`src/hw/rtl/cpa_pkg.sv`:
```
// cpa_pkg: shared constants, status codes and sequencer states of the clock
// period averager
// no dependencies
package cpa_pkg;

  localparam int WINDOW   = 16;
  localparam int IDX_W    = $clog2(WINDOW);
  localparam int POS_W    = $clog2(WINDOW + 1);
  localparam int SAMPLE_W = 32;
  localparam int FRAC_W   = 16;
  localparam int SUM_W    = SAMPLE_W + $clog2(WINDOW);
  localparam int PROD_W   = SAMPLE_W + FRAC_W;
  localparam int DIV_STEPS = SUM_W;
  localparam int CNT_W    = $clog2(DIV_STEPS);
  localparam int STATUS_W = 2;

  localparam logic [FRAC_W-1:0] FRACTION_RESET = FRAC_W'(6554);

  localparam logic [STATUS_W-1:0] STATUS_ACCEPTED = 2'd0;
  localparam logic [STATUS_W-1:0] STATUS_STARTED  = 2'd1;
  localparam logic [STATUS_W-1:0] STATUS_OUTLIER  = 2'd2;

  typedef enum logic [2:0] {
    ST_IDLE,
    ST_READ,
    ST_UPDATE,
    ST_DIVIDE,
    ST_BOUND,
    ST_FINISH
  } state_t;

endpackage

```
`src/hw/rtl/cpa_if.sv`:
```
// cpa_sample_if and cpa_result_if: valid/ready channels of the averager
// depends on cpa_pkg
interface cpa_sample_if;
  logic                          valid;
  logic                          ready;
  logic [cpa_pkg::SAMPLE_W-1:0] period_sample;

  modport source (output valid, output period_sample, input ready);
  modport sink   (input valid, input period_sample, output ready);
endinterface

interface cpa_result_if;
  logic                          valid;
  logic                          ready;
  logic [cpa_pkg::SAMPLE_W-1:0] averaged_period;
  logic [cpa_pkg::STATUS_W-1:0] sample_status;

  modport source (output valid, output averaged_period, output sample_status, input ready);
  modport sink   (input valid, input averaged_period, input sample_status, output ready);
endinterface

```
`src/hw/rtl/clock_period_averager.sv`:
```
// clock_period_averager: moving average of measured clock periods with outlier
// rejection. One sample word in, one result word out. Samples are accepted only
// while the sequencer is idle. An outlier passes through a store read, an update
// and the hand-over to the output register, and the first sample of a collection
// adds a bound multiply before the hand-over; a sample that changes the mean also
// passes through the bit-serial divider (one quotient bit per cycle over the
// 36-bit running sum) between the update and the bound multiply. The hand-over
// waits for a free output, and the next sample can be taken in the cycle after
// the result is loaded, and a finished result waits in the output register while
// the next sample is taken. Depends on cpa_pkg and cpa_if.
module clock_period_averager (
  input  logic                        clk,
  input  logic                        rst,
  cpa_sample_if.sink                  samples,
  cpa_result_if.source                averages,
  input  logic                        cfg_wr_en,
  input  logic [cpa_pkg::FRAC_W-1:0] cfg_wr_data
);
  import cpa_pkg::*;

  state_t state, state_next;

  logic [SAMPLE_W-1:0] period_store [WINDOW];
  logic [SAMPLE_W-1:0] rd_data;

  logic [POS_W-1:0]    position;
  logic                store_full;
  logic [SUM_W-1:0]    running_sum;
  logic [SAMPLE_W-1:0] mean_period;
  logic [SAMPLE_W-1:0] deviation_bound;
  logic [FRAC_W-1:0]   outlier_fraction;
  logic [SAMPLE_W-1:0] sample;
  logic [STATUS_W-1:0] status;
  logic [SAMPLE_W-1:0] result;

  logic [SUM_W-1:0]    div_quot;
  logic [POS_W-1:0]    div_rem;
  logic [POS_W-1:0]    div_count;
  logic [CNT_W-1:0]    step;

  logic                is_start, is_wrap, passed, store_wr;
  logic [SAMPLE_W-1:0] diff;
  logic [IDX_W-1:0]    rd_addr;
  logic [SUM_W-1:0]    sum_next;
  logic [POS_W-1:0]    position_next;
  logic                full_next;
  logic [POS_W-1:0]    count_next;
  logic [POS_W:0]      rem_shift;
  logic                rem_ge;
  logic [SUM_W-1:0]    quot_next;
  logic [PROD_W-1:0]   product;
  logic                out_free;
  logic                last_step;

  // update decode
  always_comb begin
    is_start = (position == '0) && !store_full;
    is_wrap  = (position >= POS_W'(WINDOW));
    diff     = (sample >= mean_period) ? (sample - mean_period) : (mean_period - sample);
    passed   = diff < deviation_bound;
    rd_addr  = is_wrap ? '0 : position[IDX_W-1:0];
    store_wr = (state == ST_UPDATE) && (is_start || is_wrap || passed);

    if (is_start) begin
      sum_next      = SUM_W'(sample);
      position_next = POS_W'(1);
      full_next     = store_full;
    end else if (is_wrap) begin
      sum_next      = running_sum - SUM_W'(rd_data) + SUM_W'(sample);
      position_next = POS_W'(1);
      full_next     = 1'b1;
    end else if (passed) begin
      sum_next      = running_sum - (store_full ? SUM_W'(rd_data) : '0) + SUM_W'(sample);
      position_next = position + POS_W'(1);
      full_next     = store_full;
    end else begin
      sum_next      = '0;
      position_next = '0;
      full_next     = 1'b0;
    end
    count_next = full_next ? POS_W'(WINDOW) : position_next;
  end

  // divider step and bound product
  always_comb begin
    rem_shift = {div_rem, div_quot[SUM_W-1]};
    rem_ge    = rem_shift >= {1'b0, div_count};
    quot_next = {div_quot[SUM_W-2:0], rem_ge};
    last_step = step == CNT_W'(DIV_STEPS - 1);
    product   = PROD_W'(mean_period) * PROD_W'(outlier_fraction);
    out_free  = !averages.valid || averages.ready;
  end

  // next state
  always_comb begin
    state_next = state;
    unique case (state)
      ST_IDLE:   if (samples.valid) state_next = ST_READ;
      ST_READ:   state_next = ST_UPDATE;
      ST_UPDATE: begin
        if (is_start) begin
          state_next = ST_BOUND;
        end else if (!is_wrap && !passed) begin
          state_next = ST_FINISH;
        end else if (count_next > POS_W'(1)) begin
          state_next = ST_DIVIDE;
        end else begin
          state_next = ST_FINISH;
        end
      end
      ST_DIVIDE: if (last_step) state_next = ST_BOUND;
      ST_BOUND:  state_next = ST_FINISH;
      ST_FINISH: if (out_free) state_next = ST_IDLE;
      default:   state_next = ST_IDLE;
    endcase
  end

  // outputs
  always_comb begin
    samples.ready = (state == ST_IDLE);
  end

  always_ff @(posedge clk) begin
    if (rst) begin
      state <= ST_IDLE;
    end else begin
      state <= state_next;
    end
  end

  // period store
  always_ff @(posedge clk) begin
    if (state == ST_READ) begin
      rd_data <= period_store[rd_addr];
    end
    if (store_wr) begin
      period_store[rd_addr] <= sample;
    end
  end

  // collection state
  always_ff @(posedge clk) begin
    if (rst) begin
      position         <= '0;
      store_full       <= 1'b0;
      running_sum      <= '0;
      mean_period      <= '0;
      deviation_bound  <= '0;
      outlier_fraction <= FRACTION_RESET;
    end else begin
      if (cfg_wr_en) begin
        outlier_fraction <= cfg_wr_data;
      end
      if (state == ST_UPDATE) begin
        position    <= position_next;
        store_full  <= full_next;
        running_sum <= sum_next;
        if (is_start) begin
          mean_period <= sample;
        end
      end
      if (state == ST_DIVIDE && last_step) begin
        mean_period <= quot_next[SAMPLE_W-1:0];
      end
      if (state == ST_BOUND) begin
        deviation_bound <= product[PROD_W-1:FRAC_W];
      end
    end
  end

  // working word and divider
  always_ff @(posedge clk) begin
    if (samples.valid && samples.ready) begin
      sample <= samples.period_sample;
    end
    if (state == ST_UPDATE) begin
      result    <= '0;
      div_quot  <= sum_next;
      div_rem   <= '0;
      div_count <= count_next;
      step      <= '0;
      if (is_start) begin
        status <= STATUS_STARTED;
      end else if (!is_wrap && !passed) begin
        status <= STATUS_OUTLIER;
      end else begin
        status <= STATUS_ACCEPTED;
      end
    end
    if (state == ST_DIVIDE) begin
      div_quot <= quot_next;
      div_rem  <= rem_ge ? POS_W'(rem_shift - {1'b0, div_count}) : rem_shift[POS_W-1:0];
      step     <= step + CNT_W'(1);
      if (last_step) begin
        result <= quot_next[SAMPLE_W-1:0];
      end
    end
  end

  // output register
  always_ff @(posedge clk) begin
    if (rst) begin
      averages.valid <= 1'b0;
    end else if (state == ST_FINISH && out_free) begin
      averages.valid <= 1'b1;
    end else if (averages.ready) begin
      averages.valid <= 1'b0;
    end
  end

  always_ff @(posedge clk) begin
    if (state == ST_FINISH && out_free) begin
      averages.averaged_period <= result;
      averages.sample_status   <= status;
    end
  end

`ifndef SYNTHESIS
  a_full_pos: assert property (@(posedge clk) disable iff (rst)
    store_full |-> (position != '0))
    else $error("store full with write position zero");

  a_pos_range: assert property (@(posedge clk) disable iff (rst)
    position <= POS_W'(WINDOW))
    else $error("write position beyond window");

  a_accept_read: assert property (@(posedge clk) disable iff (rst)
    (samples.valid && samples.ready) |=> (state == ST_READ))
    else $error("accepted word did not start a store read");

  a_no_code3: assert property (@(posedge clk) disable iff (rst)
    averages.valid |-> (averages.sample_status != 2'd3))
    else $error("reserved status code on output");

  a_restart_zero: assert property (@(posedge clk) disable iff (rst)
    (averages.valid && (averages.sample_status != STATUS_ACCEPTED))
      |-> (averages.averaged_period == '0))
    else $error("non-zero mean with restart status");

  a_div_count: assert property (@(posedge clk) disable iff (rst)
    (state == ST_DIVIDE) |-> (div_count > POS_W'(1)))
    else $error("divider started with count below two");
`endif

endmodule
```
`src/flat_wrapper.sv`:
```
// flat-port wrapper written by rule: the top's interface ports become plain ports
module clock_period_averager_flat import cpa_pkg::*;
  (clk, rst, cfg_wr_en, cfg_wr_data, samples_valid, samples_period_sample, samples_ready, averages_valid, averages_averaged_period, averages_sample_status, averages_ready);
  cpa_sample_if samples_i ();
  cpa_result_if averages_i ();
  input  logic clk;
  input  logic rst;
  input  logic cfg_wr_en;
  input  logic [cpa_pkg::FRAC_W-1:0] cfg_wr_data;
  input wire logic [$bits(samples_i.valid)-1:0] samples_valid;
  input wire logic [$bits(samples_i.period_sample)-1:0] samples_period_sample;
  output wire logic [$bits(samples_i.ready)-1:0] samples_ready;
  output wire logic [$bits(averages_i.valid)-1:0] averages_valid;
  output wire logic [$bits(averages_i.averaged_period)-1:0] averages_averaged_period;
  output wire logic [$bits(averages_i.sample_status)-1:0] averages_sample_status;
  input wire logic [$bits(averages_i.ready)-1:0] averages_ready;
  assign samples_i.valid = samples_valid;
  assign samples_i.period_sample = samples_period_sample;
  assign samples_ready = samples_i.ready;
  assign averages_valid = averages_i.valid;
  assign averages_averaged_period = averages_i.averaged_period;
  assign averages_sample_status = averages_i.sample_status;
  assign averages_i.ready = averages_ready;
  clock_period_averager u_core (.clk(clk), .rst(rst), .samples(samples_i), .averages(averages_i), .cfg_wr_en(cfg_wr_en), .cfg_wr_data(cfg_wr_data));
endmodule
```
`config.mk`:
```
export PLATFORM = sky130hd
export DESIGN_NAME = clock_period_averager_flat
export DESIGN_NICKNAME = d
export VERILOG_FILES = /design/src/hw/rtl/cpa_pkg.sv /design/src/hw/rtl/cpa_if.sv /design/src/hw/rtl/clock_period_averager.sv /design/src/flat_wrapper.sv
export SDC_FILE = /design/constraint.sdc
export NUM_CORES = 2
export LEC_CHECK = 0
export ABC_AREA = 1
export CAP_MARGIN = 25
export CORE_MARGIN = 1
export CORE_UTILIZATION = 35
export DETAILED_ROUTE_END_ITERATION = 7
export DONT_BUFFER_PORTS = 1
export PLACE_DENSITY = 0.61
export SLEW_MARGIN = 40
export SYNTH_ARGS = -nofsm -noshare
export SYNTH_HDL_FRONTEND = slang
export SYNTH_SLANG_ARGS = --single-unit
```
`constraint.sdc`:
```
create_clock -name clk -period 6.1 [get_ports clk]
set_input_delay 0.305 -clock clk [delete_from_list [all_inputs] [get_ports clk]]
set_output_delay 0.305 -clock clk [all_outputs]
set_load 0.03 [all_outputs]
```
# Yosys cells after proc, flatten, opt, wreduce, memory -nomap -nowiden

Memories as Yosys holds them, arrays and structs flattened. A register that Yosys moved wholly into a read port is not among the register bits.
Cells that the tools add are included.

Bits of input ports: 53
Flip-flop bits (word level): 278
Bits in writable memories: 512
Memories kept: 1
Logic and storage cells: 101

Add/sub/neg operators: 9
Equal/unequal tests: 9
$lt $le $gt $ge: 5
Muxes and demuxes: 38
Reduce and logical (&&, ||, !) cells: 21
$mul: 1

Memories:

| memory              | depth | width | rd ports | clocked after Yosys merged registers in | write ports | RTL line                    | RTL |
|---|---|---|---|---|---|---|---|
| u_core.period_store | 16    | 32    | 1        | 1                                       | 1           | clock_period_averager.sv:23 | `logic [SAMPLE_W-1:0] period_store [WINDOW];` |

Operators with widths:

| kind                  | number |
|---|---|
| $mux W32              | 8 |
| $mux W36              | 5 |
| $add A36 B32 Y36      | 2 |
| $sub A32 B32 Y32      | 2 |
| $mul A32 B16 Y48      | 1 |
| $sub A36 B32 Y36      | 1 |
| $sub A36 B36 Y36      | 1 |
| $mux W5               | 7 |
| $ge A32 B32 Y1        | 1 |
| $lt A32 B32 Y1        | 1 |
| $mux W3               | 6 |
| $pmux W3 S6           | 1 |
| $mux W6               | 2 |
| $reduce_bool A2 Y1    | 4 |
| $mux W1               | 7 |
| $add A6 B1 Y6 const B | 1 |
| $eq A3 B2 Y1 const B  | 2 |
| $eq A3 B3 Y1 const B  | 2 |
| $eq A6 B6 Y1 const B  | 1 |
| $ge A6 B5 Y1          | 1 |
| $logic_and A1 B1 Y1   | 6 |
| $add A5 B1 Y5 const B | 1 |
| $ge A5 B5 Y1 const B  | 1 |
| $gt A5 B1 Y1 const B  | 1 |
| other kinds (12)      | 18 |

# Longest topological paths before layout

Word-level depth: 12
Depth in mapped cells: 37

# Worst setup path before layout

OpenSTA, ideal clock, no wires.

Kind: reg2reg
From: register u_core.mean_period[7]
To: register u_core.deviation_bound[14]
Cell stages (with the launch flop): 27
Data arrival time: 5.534 ns
Clock period less this slack: 5.649 ns
Path slack: 0.451 ns
Data required time: 5.985 ns
Cell sequence: dfxtp_1 -> clkbuf_1 -> clkbuf_1 -> nand2_1 -> fa_1 -> inv_1 -> fa_1 -> inv_1 -> fa_1 -> inv_1 -> fa_1 -> inv_1 -> fa_1 -> inv_1 -> fa_1 -> ha_1 -> nand2_1 -> nor2_2 -> inv_1 -> nor2_1 -> inv_1 -> nor4_1 -> a21oi_1 -> o21bai_1 -> nor2_1 -> o21ai_0 -> inv_1

Cells in the longest elaborated chain, start to end: 1

Ends and longest elaborated chain:

| what                   | RTL line                     | RTL |
|---|---|---|
| start, declared        | clock_period_averager.sv:29  | `logic [SAMPLE_W-1:0] mean_period;` |
| start signal, assigned | clock_period_averager.sv:159 | `mean_period <= sample;` |
| start signal, assigned | clock_period_averager.sv:163 | `mean_period <= quot_next[SAMPLE_W-1:0];` |
| $mul A32 B16 Y48       | clock_period_averager.sv:90  | `product = PROD_W'(mean_period) * PROD_W'(outlier_fraction);` |
| end signal, assigned   | clock_period_averager.sv:166 | `deviation_bound <= product[PROD_W-1:FRAC_W];` |
| end, declared          | clock_period_averager.sv:30  | `logic [SAMPLE_W-1:0] deviation_bound;` |

Every way passes these cells.
A chain may end at the register's enable or synchronous reset.

# Worst setup path after layout

From: register u_core.outlier_fraction[7]
To: register u_core.deviation_bound[14]

Cells in the longest elaborated chain, start to end: 1

Ends and longest elaborated chain:

| what                   | RTL line                     | RTL |
|---|---|---|
| start, declared        | clock_period_averager.sv:31  | `logic [FRAC_W-1:0] outlier_fraction;` |
| start signal, assigned | clock_period_averager.sv:152 | `outlier_fraction <= cfg_wr_data;` |
| $mul A32 B16 Y48       | clock_period_averager.sv:90  |  |

Every way passes these cells.

==> flow_summary.yaml <==
setup_path:
  crit_path_end_kind: "flip-flop"
  worst-setup-path-type: "reg -> reg"
  critical_path.max_fanout: 8
  worst-r2r-setup-slack_ns: 0.23
  reg2regPathDepth: 26
  cp-endpoint: "u_core.deviation_bound[14]"
  worst_setup_path_start_kind: "flip-flop"
  cp.required_ns: 6.68
  critical_path_at_ns: 6.45
  rr_startpoint: "u_core.outlier_fraction[7]"
  destination_of_the_worst_register_to_register_timing_path: "u_core.deviation_bound[14]"
  critPathLaunch: "u_core.outlier_fraction[7]"
drt:
  dr_drc_count: 0
  route.layer.met1.wl_mm: 89.3
  met2_wirelength_mm: 90.5
  viasPerCell: 5.22
  antenna_violating_nets_post_route: 0
  wl_met3_mm: 17.2
  dr_pass1_iterations: 5
  wl_per_cell_um: 22.4
  detailedRoute.firstIterationViolations: 4582
  highest_layer: "met4"
  routed-via-count: 47400
  routed_wl_mm: 203
logic_synthesis:
  yosys_register_bits: 822
  mappedNetlistArea_mm2: 0.0589
  synth.yosys.warnings: 0
  post_synth_inst_count: 6559
  synth_area_leader_cell: "edfxtp_1"
  dominant_cells_by_area_after_synthesis: "edfxtp_1 34%, fa_1 16%, nand2_1 9.6%, inv_1 7.7%, ha_1 6.1%"
  yosys_most_used_dff: "edfxtp_1"
  nets_in_the_synthesized_netlist: 7385
  async_flop_share_pct: 0
  syn_avg_cell_area_um2: 8.97
  area_share_of_the_largest_cell_type_after_synthesis_pct: 33.9
  yosys.cell_types.count: 62
  sequential_to_total_area_share_from_yosys_stat_pct: 39.2
  synth-edff-count: 664
power:
  total_leakage_power_uw: 0.0285
  post-layout-total-power_uw: 23600
  power_density_mw_per_mm2: 345
  vdd_ir_max_uv: 303
timing:
  clock-skew-final_ns: 0.0858
  final_hold_viol_count: 0
  finalWorstSetupSlack_ns: 0.234
  slew_viol_final: 0
  final-setup-viol-count: 0
  post-route-min-period_ns: 5.87
  timing_worst_slew_pin_value_ns: 0.861
  hold_slack_ns: 0.128
  slew_headroom_pct: 42.6
  maxClockFrequency_mhz: 170
  period_share_pct: 96.2
floorplanning:
  floorplan.initialDensity_pct: 35.2
  die_area_mm2: 0.170
  design.core.area_mm2: 0.167
  num_io_pins: 89
  die_wd_um: 412
  core.rowCount: 150
  die_h_um: 412
placed_design:
  routabilityCongestion: 0.991
  dpl_cell_area_mm2: 0.0641
  dp_cells: 8811
  place.detailed.hpwl_mm: 156
  portBuffers: 0
  place_worst_setup_slack_ns: -0.120
clocking:
  buffers_from_clock_root_to_sink_at_most: 3
  clkLatencyLatePin_ns: 0.77
  tritoncts_clock_tree: "yes"
  numClockSinks: 822
  cts_htree_levels: 3
  ctsRootBufferMaster: "clkbuf_16"
  path_clk_slew_ns: 0.06
  total_cts_buffers: 92
grt:
  grt_start_max_net_pins: 87
  grt_antenna_before_repair: 8
  grt_pass1_wl_mm: 302
  global_route.overflow_total: 0
  grtUsageTotal_pct: 23.8
  number_of_global_route_vias_before_repair: 46800
run_status:
  outcome: "completed"
cells_and_area:
  highest_count_cells_in_the_layout_ignoring_fill_and_taps: "1507 x nand2_1, 1204 x inv_1, 664 x edfxtp_1"
  fillers: 16500
  fraction_of_final_layout_cells_sized_beyond_drive_strength_1_pct: 8.95
  layoutNonFillerInstCount: 9068
  design_area_mm2: 0.0683
  num-nets-final: 7609
  area.growth.synth_to_final_pct: 16.0
  final_common_cell: "nand2_1"
min_path:
  class_of_the_worst_hold_path: "in -> reg"
  min-delay-start: "averages_ready"
job:
  maxCapViolCount: 0
-- stage by stage --
step | TNS [ns] | util (%)
2_1_floorplan | 0 | -
3_3_place_gp | -0.146 | 38.3
3_5_place_dp | -0.120 | 38.4
4_1_cts | 0 | 40.7
5_1_grt | -0.442 | 40.9
6_report | 0 | 40.9
-- worst min-delay path by stage --
stage | endpoint | slack (ns) | cells past startpoint
after floorplan | u_core.averages.sample_status[0] | 0.40 | 0
after global placement | u_core.averages.valid | 0.40 | 1
after detailed placement | u_core.sample[22] | 0.40 | 0
after CTS | u_core.state[0] | 0.07 | 5
after global routing | u_core.sample[16] | 0.15 | 1
final | u_core.state[0] | 0.13 | 5
-- cells by family (layout without fill, tap and decap cells) --
family | after synthesis | in the layout | share of synthesized area [%]
and+or+nand+nor | 2227 | 2227 | 15.4
buffers and inverters | 1510 | 1812 | 9.89
AOI/OAI and AO/OA | 1138 | 1138 | 11.6
DFF | 822 | 822 | 39.2
adders and majority gates | 773 | 773 | 22.6
xor gates and xnor gates | 88 | 88 | 1.31
muxes | 1 | 1 | 0.0170
other | 0 | 3 | 0
-- layout make-up --
cell class	count	area [um2]	share of cell area (%)
clock buffer	122	2520	3.69
inverter	1228	4620	6.77
timing repair buffer	412	4350	6.37
antenna	3	7.51	0.0110
clock inverter	50	648	0.949
tap	2204	2760	4.04
sequential	822	23100	33.9
multi-input combinational	4227	30300	44.3
-- critical path, cell delays in order (launching register included) --
cell and delay (ns):
dfxtp_1 0.39, buf_4 0.20, nand2_1 0.10, fa_1 0.55
inv_1 0.06, fa_1 0.49, inv_1 0.05, fa_1 0.52
inv_1 0.06, fa_1 0.49, inv_1 0.06, fa_1 0.49
inv_1 0.06, fa_1 0.49, ha_4 0.30, nand2_1 0.11
nor2_2 0.17, inv_1 0.08, nor2_2 0.13, inv_2 0.07
nor4_4 0.15, buf_4 0.16, a21oi_1 0.08, o21bai_1 0.19
nor2_1 0.06, o21ai_0 0.18, inv_1 0.06
-- state kept, by name, summed over array words and instances (netlist names), 2 cells and up --
name and cells:
u_core.step 6, u_core.outlier_fraction 16, u_core.div_rem 5, u_core.position 5, u_core.state 3, u_core.rd_data 32, u_core.deviation_bound 32, u_core.period_store 512
u_core.status 2, u_core.running_sum 36, u_core.sample 32, u_core.mean_period 32, u_core.averages.sample_status 2, u_core.result 32, u_core.div_quot 36, u_core.averages.averaged_period 32
u_core.div_count 5
-- per-layer routing --
metal / global-route usage, % / vias to the layer above
met3: 4.50 / 260
met2: 37.1 / 1863
li1: - / 21700
met1: 33.6 / 23600
met4: 6.76 / 0
met5: 0 / -
-- report_power, final --
part           internal, uW  switching [uW]
sequential             6630             357
clock                  3290            2530
combinational          3580            7210
total                 13500           10100
-- cells in the mapped netlist, types with 4 or more instances --
| cell type | n |
|---|---|
| inv_2 | 13 |
| nand4_1 | 48 |
| o21a_1 | 16 |
| buf_4 | 13 |
| nor2_4 | 5 |
| clkbuf_2 | 4 |
| nor3_1 | 31 |
| xor2_1 | 75 |
| clkinv_1 | 4 |
| a21boi_0 | 7 |
| a21o_1 | 26 |
| nand2_1 | 1508 |
| and3_1 | 5 |
| nor2_2 | 9 |
| buf_2 | 57 |
| nor3_2 | 5 |
| nand3_1 | 212 |
| o221ai_1 | 29 |
| a221oi_1 | 22 |
| edfxtp_1 | 664 |
| xnor2_1 | 13 |
| or2_2 | 6 |
| clkbuf_1 | 195 |
| o21bai_1 | 27 |
| a31oi_1 | 32 |
| o21ai_1 | 16 |
| fa_1 | 484 |
| o211ai_1 | 27 |
| nor4_1 | 9 |
| ha_1 | 289 |
| buf_1 | 9 |
| a211oi_1 | 8 |
| or3_1 | 10 |
| a22o_1 | 22 |
| a21oi_1 | 386 |
| a22oi_1 | 164 |
| inv_1 | 1211 |
| dfxtp_1 | 158 |
| buf_6 | 4 |
| o21ai_0 | 335 |
| nor2_1 | 357 |
| nand3b_1 | 10 |
-- timing repair --
item | 4_1_cts | 5_1_grt
pin swaps | 0 | 5
endpoints found under the hold margin | 84 | 0
resized for setup | 4 | 61
hold buffers | 64 | 0
buffers inserted | 0 | 17
endpoints found under the setup margin | 4 | 575
Note: power is estimated with default switching activity, not from simulation.
